$ cat src/rtl/tempo_row_rate_accumulator_core_macros.svh
// Assertion macros shared by the accumulator core files.
`ifndef TEMPO_ROW_RATE_ACCUMULATOR_CORE_MACROS_SVH
`define TEMPO_ROW_RATE_ACCUMULATOR_CORE_MACROS_SVH

`ifndef SYNTHESIS
// Property must hold at every rising clock edge out of reset.
`define TRAC_ASSERT(label, clk, rstn, prop) \
  label: assert property (@(posedge clk) disable iff (!rstn) prop) \
    else $error("trac: property violated");
// Condition must never be true out of reset.
`define TRAC_ASSERT_NEVER(label, clk, rstn, cond) \
  label: assert property (@(posedge clk) disable iff (!rstn) !(cond)) \
    else $error("trac: forbidden condition seen");
`else
`define TRAC_ASSERT(label, clk, rstn, prop)
`define TRAC_ASSERT_NEVER(label, clk, rstn, cond)
`endif

`endif

$ cat src/rtl/trac_pkg.sv
package trac_pkg;

  // Field and datapath widths
  localparam int unsigned BYTE_W      = 8;
  localparam int unsigned FUNC_W      = 2;
  localparam int unsigned SCALED_W    = 13;
  localparam int unsigned REFILL_W    = 14;
  localparam int unsigned OUT_ACC_W   = 14;
  localparam int unsigned IN_DATA_W   = 24;
  localparam int unsigned OUT_DATA_W  = 16;
  localparam int unsigned DIV_CNT_W   = $clog2(SCALED_W);

  // Default accumulator width
  localparam int unsigned ACCUM_BITS_DEF = 14;

  // Arithmetic constants
  localparam logic [4:0] TEMPO_MUL  = 5'd24;
  localparam logic [5:0] REFILL_MUL = 6'd60;

  // Reset values
  localparam logic [BYTE_W-1:0]   FRAME_RATE_RST = 8'd60;
  localparam logic [BYTE_W-1:0]   SPLIT_RST      = 8'd32;
  localparam logic [BYTE_W-1:0]   TEMPO_RST      = 8'd150;
  localparam logic [BYTE_W-1:0]   SPEED_RST      = 8'd6;
  localparam logic [SCALED_W-1:0] DEC_RST        = 13'd600;

  // Request kinds
  typedef enum logic [FUNC_W-1:0] {
    FUNC_TICK   = 2'd0,
    FUNC_EFFECT = 2'd1,
    FUNC_LOAD   = 2'd2
  } func_e;

  // Configuration register indexes
  typedef enum logic [0:0] {
    CFG_FRAME_RATE = 1'b0,
    CFG_SPLIT      = 1'b1
  } cfg_idx_e;

  // Sequencer states
  typedef enum logic [1:0] {
    ST_IDLE,
    ST_DIV,
    ST_PUT
  } state_e;

  // Divider status toward the sequencer
  typedef struct packed {
    logic busy;
    logic done;
  } div_stat_t;

endpackage

$ cat src/rtl/trac_div.sv
`include "tempo_row_rate_accumulator_core_macros.svh"

module trac_div (
  input  logic                           clk_i,
  input  logic                           rst_ni,
  input  logic                           start_i,
  input  logic [trac_pkg::SCALED_W-1:0]  dividend_i,
  input  logic [trac_pkg::BYTE_W-1:0]    divisor_i,
  output logic [trac_pkg::SCALED_W-1:0]  quot_o,
  output logic [trac_pkg::BYTE_W-1:0]    rem_o,
  output trac_pkg::div_stat_t            stat_o
);
  import trac_pkg::*;

  localparam logic [DIV_CNT_W-1:0] LAST = DIV_CNT_W'(SCALED_W - 1);

  logic [SCALED_W-1:0]  quo_q, quo_d;
  logic [BYTE_W-1:0]    rem_q, rem_d;
  logic [BYTE_W-1:0]    dvs_q, dvs_d;
  logic [DIV_CNT_W-1:0] cnt_q, cnt_d;
  logic                 busy_q, busy_d;
  logic                 done_q, done_d;
  logic [BYTE_W:0]      trial;
  logic [BYTE_W:0]      diff;
  logic                 qbit;

  // One restoring step: shift in the next dividend bit, try the subtract
  always_comb begin
    trial = {rem_q, quo_q[SCALED_W-1]};
    diff  = trial - {1'b0, dvs_q};
    qbit  = (trial >= {1'b0, dvs_q});
  end

  // Advance the iteration
  always_comb begin
    quo_d  = quo_q;
    rem_d  = rem_q;
    dvs_d  = dvs_q;
    cnt_d  = cnt_q;
    busy_d = busy_q;
    done_d = 1'b0;
    if (start_i) begin
      quo_d  = dividend_i;
      rem_d  = '0;
      dvs_d  = divisor_i;
      cnt_d  = '0;
      busy_d = 1'b1;
    end else if (busy_q) begin
      quo_d = {quo_q[SCALED_W-2:0], qbit};
      rem_d = qbit ? diff[BYTE_W-1:0] : trial[BYTE_W-1:0];
      cnt_d = cnt_q + 1'b1;
      if (cnt_q == LAST) begin
        busy_d = 1'b0;
        done_d = 1'b1;
      end
    end
  end

  always_ff @(posedge clk_i or negedge rst_ni) begin
    if (!rst_ni) begin
      quo_q  <= '0;
      rem_q  <= '0;
      dvs_q  <= '0;
      cnt_q  <= '0;
      busy_q <= 1'b0;
      done_q <= 1'b0;
    end else begin
      quo_q  <= quo_d;
      rem_q  <= rem_d;
      dvs_q  <= dvs_d;
      cnt_q  <= cnt_d;
      busy_q <= busy_d;
      done_q <= done_d;
    end
  end

  assign quot_o      = quo_q;
  assign rem_o       = rem_q;
  assign stat_o.busy = busy_q;
  assign stat_o.done = done_q;

  `TRAC_ASSERT(a_done_after_busy, clk_i, rst_ni, done_q |-> $past(busy_q))
  `TRAC_ASSERT_NEVER(a_no_start_busy, clk_i, rst_ni, start_i && busy_q)
  `TRAC_ASSERT(a_cnt_bound, clk_i, rst_ni, busy_q |-> cnt_q <= LAST)

endmodule

$ cat src/rtl/tempo_row_rate_accumulator_core.sv
// Tick request: the accumulator updates on accept; the PUT state then loads the output register once it is free.
// Effect or load request with nonzero tempo: the 13-step shared restoring divider runs in the
// DIV state, then PUT hands the result over. No new request is taken until the block is back in idle.
// Tempo zero or unused kind: no division; the block goes straight to the PUT state, then back to idle.
// Asynchronous active-low reset: tempo 150, speed 6, decrement 600, accumulator and
// remainder zero, frame rate 60, split point 32, output empty.
`include "tempo_row_rate_accumulator_core_macros.svh"

module tempo_row_rate_accumulator_core #(
  parameter int unsigned ACCUM_BITS = trac_pkg::ACCUM_BITS_DEF
) (
  input  logic                             clk_i,
  input  logic                             rst_ni,
  // Configuration writes
  input  logic                             cfg_we_i,
  input  trac_pkg::cfg_idx_e               cfg_idx_i,
  input  logic [trac_pkg::BYTE_W-1:0]      cfg_wdata_i,
  // Request stream
  input  logic                             s_axis_tvalid,
  output logic                             s_axis_tready,
  // tdata: param[7:0], load_tempo[15:8], load_speed[23:16]
  input  logic [trac_pkg::IN_DATA_W-1:0]   s_axis_tdata,
  // tuser: func[1:0]
  input  logic [trac_pkg::FUNC_W-1:0]      s_axis_tuser,
  // Result stream
  output logic                             m_axis_tvalid,
  input  logic                             m_axis_tready,
  // tdata: row_ready[0], accum_value[14:1], zero pad[15]
  output logic [trac_pkg::OUT_DATA_W-1:0]  m_axis_tdata
);
  import trac_pkg::*;

  localparam int unsigned SUM_W = ACCUM_BITS + 2;
  localparam logic signed [SUM_W-1:0] ACC_HI = {3'b000, {(ACCUM_BITS-1){1'b1}}};
  localparam logic signed [SUM_W-1:0] ACC_LO = {3'b111, {(ACCUM_BITS-1){1'b0}}};

  // Configuration registers
  logic [BYTE_W-1:0] frame_rate_q;
  logic [BYTE_W-1:0] split_q;

  always_ff @(posedge clk_i or negedge rst_ni) begin
    if (!rst_ni) begin
      frame_rate_q <= FRAME_RATE_RST;
      split_q      <= SPLIT_RST;
    end else if (cfg_we_i) begin
      unique case (cfg_idx_i)
        CFG_FRAME_RATE: frame_rate_q <= cfg_wdata_i;
        CFG_SPLIT:      split_q      <= cfg_wdata_i;
        default:        ;
      endcase
    end
  end

  state_e                  state_q, state_d;
  logic [BYTE_W-1:0]       tempo_q, tempo_d;
  logic [BYTE_W-1:0]       speed_q, speed_d;
  logic [ACCUM_BITS-1:0]   acc_q, acc_d;
  logic [SCALED_W-1:0]     dec_q, dec_d;
  logic [BYTE_W-1:0]       rem_q, rem_d;
  logic                    out_valid_q, out_valid_d;
  logic [OUT_DATA_W-1:0]   out_data_q, out_data_d;

  logic [BYTE_W-1:0]       req_param;
  logic [BYTE_W-1:0]       req_tempo;
  logic [BYTE_W-1:0]       req_speed;
  logic                    req_take;
  logic [BYTE_W-1:0]       param_speed;
  logic [BYTE_W-1:0]       load_speed_c;
  logic [BYTE_W-1:0]       new_tempo;
  logic [BYTE_W-1:0]       new_speed;
  logic [SCALED_W-1:0]     scaled;
  logic [REFILL_W-1:0]     refill;
  logic                    acc_le_zero;
  logic signed [SUM_W-1:0] acc_ext;
  logic signed [SUM_W-1:0] add_ext;
  logic signed [SUM_W-1:0] sum;
  logic [ACCUM_BITS-1:0]   acc_sat;
  logic                    div_start;
  logic [SCALED_W-1:0]     div_quot;
  logic [BYTE_W-1:0]       div_rem;
  div_stat_t               div_stat;

  assign req_param = s_axis_tdata[BYTE_W-1:0];
  assign req_tempo = s_axis_tdata[2*BYTE_W-1:BYTE_W];
  assign req_speed = s_axis_tdata[3*BYTE_W-1:2*BYTE_W];
  assign s_axis_tready = (state_q == ST_IDLE);
  assign req_take  = s_axis_tvalid && s_axis_tready;

  // Clamp speeds to at least one
  assign param_speed  = (req_param == '0) ? BYTE_W'(1) : req_param;
  assign load_speed_c = (req_speed == '0) ? BYTE_W'(1) : req_speed;

  // Tempo scaled for the divider
  assign scaled = SCALED_W'(new_tempo) * SCALED_W'(TEMPO_MUL);

  // Tick arithmetic: optional refill less remainder, then decrement, saturate once
  assign acc_le_zero = acc_q[ACCUM_BITS-1] || (acc_q == '0);
  assign refill  = (tempo_q != '0)
                 ? REFILL_W'(frame_rate_q) * REFILL_W'(REFILL_MUL)
                 : REFILL_W'(speed_q);
  assign acc_ext = {{2{acc_q[ACCUM_BITS-1]}}, acc_q};
  assign add_ext = acc_le_zero
                 ? $signed(SUM_W'(refill)) - $signed(SUM_W'(rem_q))
                 : '0;
  assign sum     = acc_ext + add_ext - $signed(SUM_W'(dec_q));

  always_comb begin
    if (sum > ACC_HI) begin
      acc_sat = ACC_HI[ACCUM_BITS-1:0];
    end else if (sum < ACC_LO) begin
      acc_sat = ACC_LO[ACCUM_BITS-1:0];
    end else begin
      acc_sat = sum[ACCUM_BITS-1:0];
    end
  end

  // Sequencer: take a request, run the divider if needed, hand the result over
  always_comb begin
    state_d     = state_q;
    tempo_d     = tempo_q;
    speed_d     = speed_q;
    acc_d       = acc_q;
    dec_d       = dec_q;
    rem_d       = rem_q;
    out_valid_d = out_valid_q && !m_axis_tready;
    out_data_d  = out_data_q;
    div_start   = 1'b0;
    new_tempo   = tempo_q;
    new_speed   = speed_q;

    unique case (state_q)
      ST_IDLE: begin
        if (req_take) begin
          unique case (s_axis_tuser)
            FUNC_TICK: begin
              acc_d   = acc_sat;
              state_d = ST_PUT;
            end
            FUNC_EFFECT, FUNC_LOAD: begin
              if (s_axis_tuser == FUNC_LOAD) begin
                new_tempo = req_tempo;
                new_speed = load_speed_c;
                acc_d     = '0;
              end else if (tempo_q != '0 && req_param >= split_q) begin
                new_tempo = req_param;
              end else begin
                new_speed = param_speed;
              end
              tempo_d = new_tempo;
              speed_d = new_speed;
              if (new_tempo == '0) begin
                dec_d   = SCALED_W'(1);
                rem_d   = '0;
                state_d = ST_PUT;
              end else begin
                div_start = 1'b1;
                state_d   = ST_DIV;
              end
            end
            default: state_d = ST_PUT;
          endcase
        end
      end
      ST_DIV: begin
        if (div_stat.done) begin
          dec_d   = div_quot;
          rem_d   = div_rem;
          state_d = ST_PUT;
        end
      end
      ST_PUT: begin
        if (!out_valid_q || m_axis_tready) begin
          out_valid_d = 1'b1;
          out_data_d  = {1'b0, acc_q[OUT_ACC_W-1:0], acc_le_zero};
          state_d     = ST_IDLE;
        end
      end
      default: state_d = ST_IDLE;
    endcase
  end

  always_ff @(posedge clk_i or negedge rst_ni) begin
    if (!rst_ni) begin
      state_q     <= ST_IDLE;
      tempo_q     <= TEMPO_RST;
      speed_q     <= SPEED_RST;
      acc_q       <= '0;
      dec_q       <= DEC_RST;
      rem_q       <= '0;
      out_valid_q <= 1'b0;
    end else begin
      state_q     <= state_d;
      tempo_q     <= tempo_d;
      speed_q     <= speed_d;
      acc_q       <= acc_d;
      dec_q       <= dec_d;
      rem_q       <= rem_d;
      out_valid_q <= out_valid_d;
    end
  end

  // Hold the result payload
  always_ff @(posedge clk_i) begin
    out_data_q <= out_data_d;
  end

  assign m_axis_tvalid = out_valid_q;
  assign m_axis_tdata  = out_data_q;

  trac_div u_div (
    .clk_i      (clk_i),
    .rst_ni     (rst_ni),
    .start_i    (div_start),
    .dividend_i (scaled),
    .divisor_i  (new_speed),
    .quot_o     (div_quot),
    .rem_o      (div_rem),
    .stat_o     (div_stat)
  );

  `TRAC_ASSERT(a_done_in_div, clk_i, rst_ni, div_stat.done |-> state_q == ST_DIV)
  `TRAC_ASSERT_NEVER(a_speed_nonzero, clk_i, rst_ni, speed_q == '0)
  `TRAC_ASSERT(a_load_clears, clk_i, rst_ni, (req_take && s_axis_tuser == FUNC_LOAD) |=> acc_q == '0)

endmodule

$ cat config.mk
export PLATFORM = sky130hd
export DESIGN_NAME = tempo_row_rate_accumulator_core
export DESIGN_NICKNAME = d
export VERILOG_FILES = /design/src/rtl/trac_pkg.sv /design/src/rtl/trac_div.sv /design/src/rtl/tempo_row_rate_accumulator_core.sv
export VERILOG_INCLUDE_DIRS = /design/src /design/src/rtl
export SDC_FILE = /design/constraint.sdc
export NUM_CORES = 1
export LEC_CHECK = 0
export ABC_CLOCK_PERIOD_IN_PS = 7930
export BUFFER_PORTS_ARGS = -buffer_cell sky130_fd_sc_hd__buf_2
export CAP_MARGIN = 5
export CORE_UTILIZATION = 43
export DETAILED_ROUTE_END_ITERATION = 10
export PLACE_DENSITY_LB_ADDON = 0.12
export SETUP_SLACK_MARGIN = 0.02
export SLEW_MARGIN = 15
export SYNTH_ARGS = -nofsm -noshare
export SYNTH_HDL_FRONTEND = slang
export SYNTH_SLANG_ARGS = --single-unit
$ cat constraint.sdc
create_clock -name clk_i -period 7.93 [get_ports clk_i]
set_input_delay 0.793 -clock clk_i [delete_from_list [all_inputs] [get_ports clk_i]]
set_output_delay 0.793 -clock clk_i [all_outputs]
set_load 0.02 [all_outputs]
==> run metrics <==
Final Skew=0.00756 ns; area of the core=19500 sq um; top cell type by total area after synthesis=dfrtp_1; Async S/R FF share, synth=87.5%; Site Rows=51; final wirelength=18700 microns; worst reg2reg path depth=23; number of synthesized flops with an enable pin=15; Tightest Pin Transition=0.986 ns; DR WL/cell=15.6 microns; share of the synthesized area in the top cell type=26.2%; Reg-to-Reg Start=frame_rate_q[2]$_DFFE_PN1P_; final setup vio count=0; hold_ws=0.368 ns; Total Die Area=20500 sq um; Mapped Cells=872; overflow left after global routing=0; max cap viols=0; commonest cells after routing, fill and taps aside=inv_1, dfrtp_1, ha_1; WP buf/inv=3; first drt pass iteration count=4; IO Count=58; Area Overhead vs Synth=13.1%; fin crit share=84.5%; Ant. Diodes=0; Post-CTS Setup Bufs=0; syn nets=1011; GPL Wtd Cong=0.881; CTS root buf=clkbuf_16; CTS clock-pin slew for the worst setup and hold paths=0.06 ns; Avg Cell Area, Syn=9.85 sq um; CTS Hold Bufs=0; Worst Path Max Fanout=13; final setup TNS=0 ns; Fillers=1887; CP max stage delay=0.76 ns; final slew viol count=0; DR vias/cell=5.26; CP delay by family, top=adder cells; status=completed; Final min period=6.70 ns; placed cell areas=9130 sq um; CP Launch Type=flip-flop; final cell count without fillers=1202; Slowest-stage cell, CP=a21oi_1; final instance area=9710 sq um; Layout Nets=1063; global-route wire length before repair=32200 microns; critical path cell sequence=inv_1, fa_1, fa_1, inv_1, ha_1, a21o_1, xnor2_1, a21oi_1, ha_1, nand2_1, o21ai_0, xnor2_1, nand2_1, fa_1, inv_1, ha_1, and3_1, nand2_1, o31ai_1, o221ai_1, xor2_1, a21oi_1, a221o_1; clock net sink count=120; critical path launch point=frame_rate_q[2]$_DFFE_PN1P_; synth warn=0; Arrival @ worst endpoint=7.06 ns; most common cell after layout, fill and taps aside=inv_1; Via Count=6325; Netlist cell types=67; Seq cells post-synth=120; CTS tree=yes; R2R setup slack=1.23 ns; Critical Path End Type=flip-flop; drt initial violations=417; RSZ-0062 raised after global routing=no; DP HPWL=14500 microns; crit path to=acc_q[9]$_DFFE_PN0P_; count of final hold-check violations=0; worst skew pair latency=0.42 ns; largest net degree at the start of global routing=62; GRT Util Overall=20.2%; Max Freq=0.149 GHz; Die Height=143 microns; Num CTS Buffers=17; Horiz. Die Dim=143 microns; antenna violations before repair=0; critical path class=reg -> reg; sequential share of the synthesized area=36.1%; CP Depth=23; largest cells by area after synthesis=dfrtp_1, ha_1, fa_1, edfxtp_1, dfstp_2; vias in the first global route=6252; Placed Instances=1170; mapped cell area=8590 sq um; layout cells sized above 1=15.5%; Top FF cell, synth=dfrtp_1; DRT antenna net count=0; htree depth=4; Crit Reg-Reg Endpoint=acc_q[9]$_DFFE_PN0P_; Initial Utilization=44.0%; worst min-delay path class=in -> async; Remaining DRCs=0; required time of the critical path=8.29 ns; IO Port Bufs=56; post-CTS sizing=0; Slew HR=34.3%; clock tree buffer depth=2
[metrics by stage]
step | utilization, % | worst slack [ns]
floorplan | - | 1.95
global placement | 46.7 | 1.23
detailed placement | 46.7 | 1.29
CTS | 49.7 | 1.25
global route | 49.7 | 0.736
finish | 49.7 | 1.23
[final cells by class]
| type | count | area [sq um] | area share [%] |
|---|---|---|---|
| clock buffers | 17 | 425 | 4.38 |
| clock inverters | 15 | 158 | 1.62 |
| inverters | 105 | 394 | 4.06 |
| multi-input cells | 616 | 4960 | 51.1 |
| flip-flops and latches | 120 | 3100 | 31.9 |
| well taps | 265 | 332 | 3.41 |
| repair buffers | 64 | 343 | 3.53 |
[registers in the layout, summed over array words and instances, names as in the netlist]
register and flops:
u_div.quot_o 13, u_div.done_q 1, u_div.busy_q 1, dec_q 13, tempo_q 8, m_axis_tdata 15, u_div.cnt_q 4, u_div.dvs_q 8
rem_q 8, state_q 2, acc_q 14, split_q 8, speed_q 8, u_div.rem_o 8, frame_rate_q 8, m_axis_tvalid 1
[cell usage after synthesis, drive strengths merged (20+ instances only)]
master and number:
nor2 58, xnor2 25, ha 70, nand2 56, mux2 22, fa 29
a22o 20, a21oi 39, mux2i 36, a21o 36, clkbuf 22, dfrtp 90
o21ai 40, inv 105
[worst min-delay path by stage]
stage | end | depth (start not counted)
2_1_floorplan | m_axis_tdata[10]$_DFFE_PP_ | 0
3_3_place_gp | u_div.dvs_q[6]$_DFFE_PN0P_ | 1
3_5_place_dp | u_div.dvs_q[6]$_DFFE_PN0P_ | 1
4_1_cts | u_div.dvs_q[3]$_DFFE_PN0P_ | 1
5_1_grt | u_div.dvs_q[3]$_DFFE_PN0P_ | 1
6_report | u_div.dvs_q[3]$_DFFE_PN0P_ | 1
[cell families after synthesis]
kind of cell	after synthesis	share of synthesized area, %
and+or+nand+nor	196	11.2
adders and majority gates	99	17.0
AOI/OAI and AO/OA	227	18.8
buffers and inverters	136	6.16
muxes	58	7.21
other	1	0.0437
DFF	120	36.1
xor gates and xnor gates	35	3.57
[metal layers]
| layer | up-vias | track usage, % | routed length, microns |
|---|---|---|---|
| met3 | 12 | 3.83 | 547 |
| met1 | 2999 | 29.3 | 9740 |
| li1 | 3193 | - | - |
| met4 | 0 | 4.65 | 134 |
| met2 | 121 | 31.1 | 8300 |
| met5 | - | 0 | 0 |
Power is left out: the tool's default activity adds up to more than one toggle a clock period on the data nets, which glitch-free logic cannot reach.
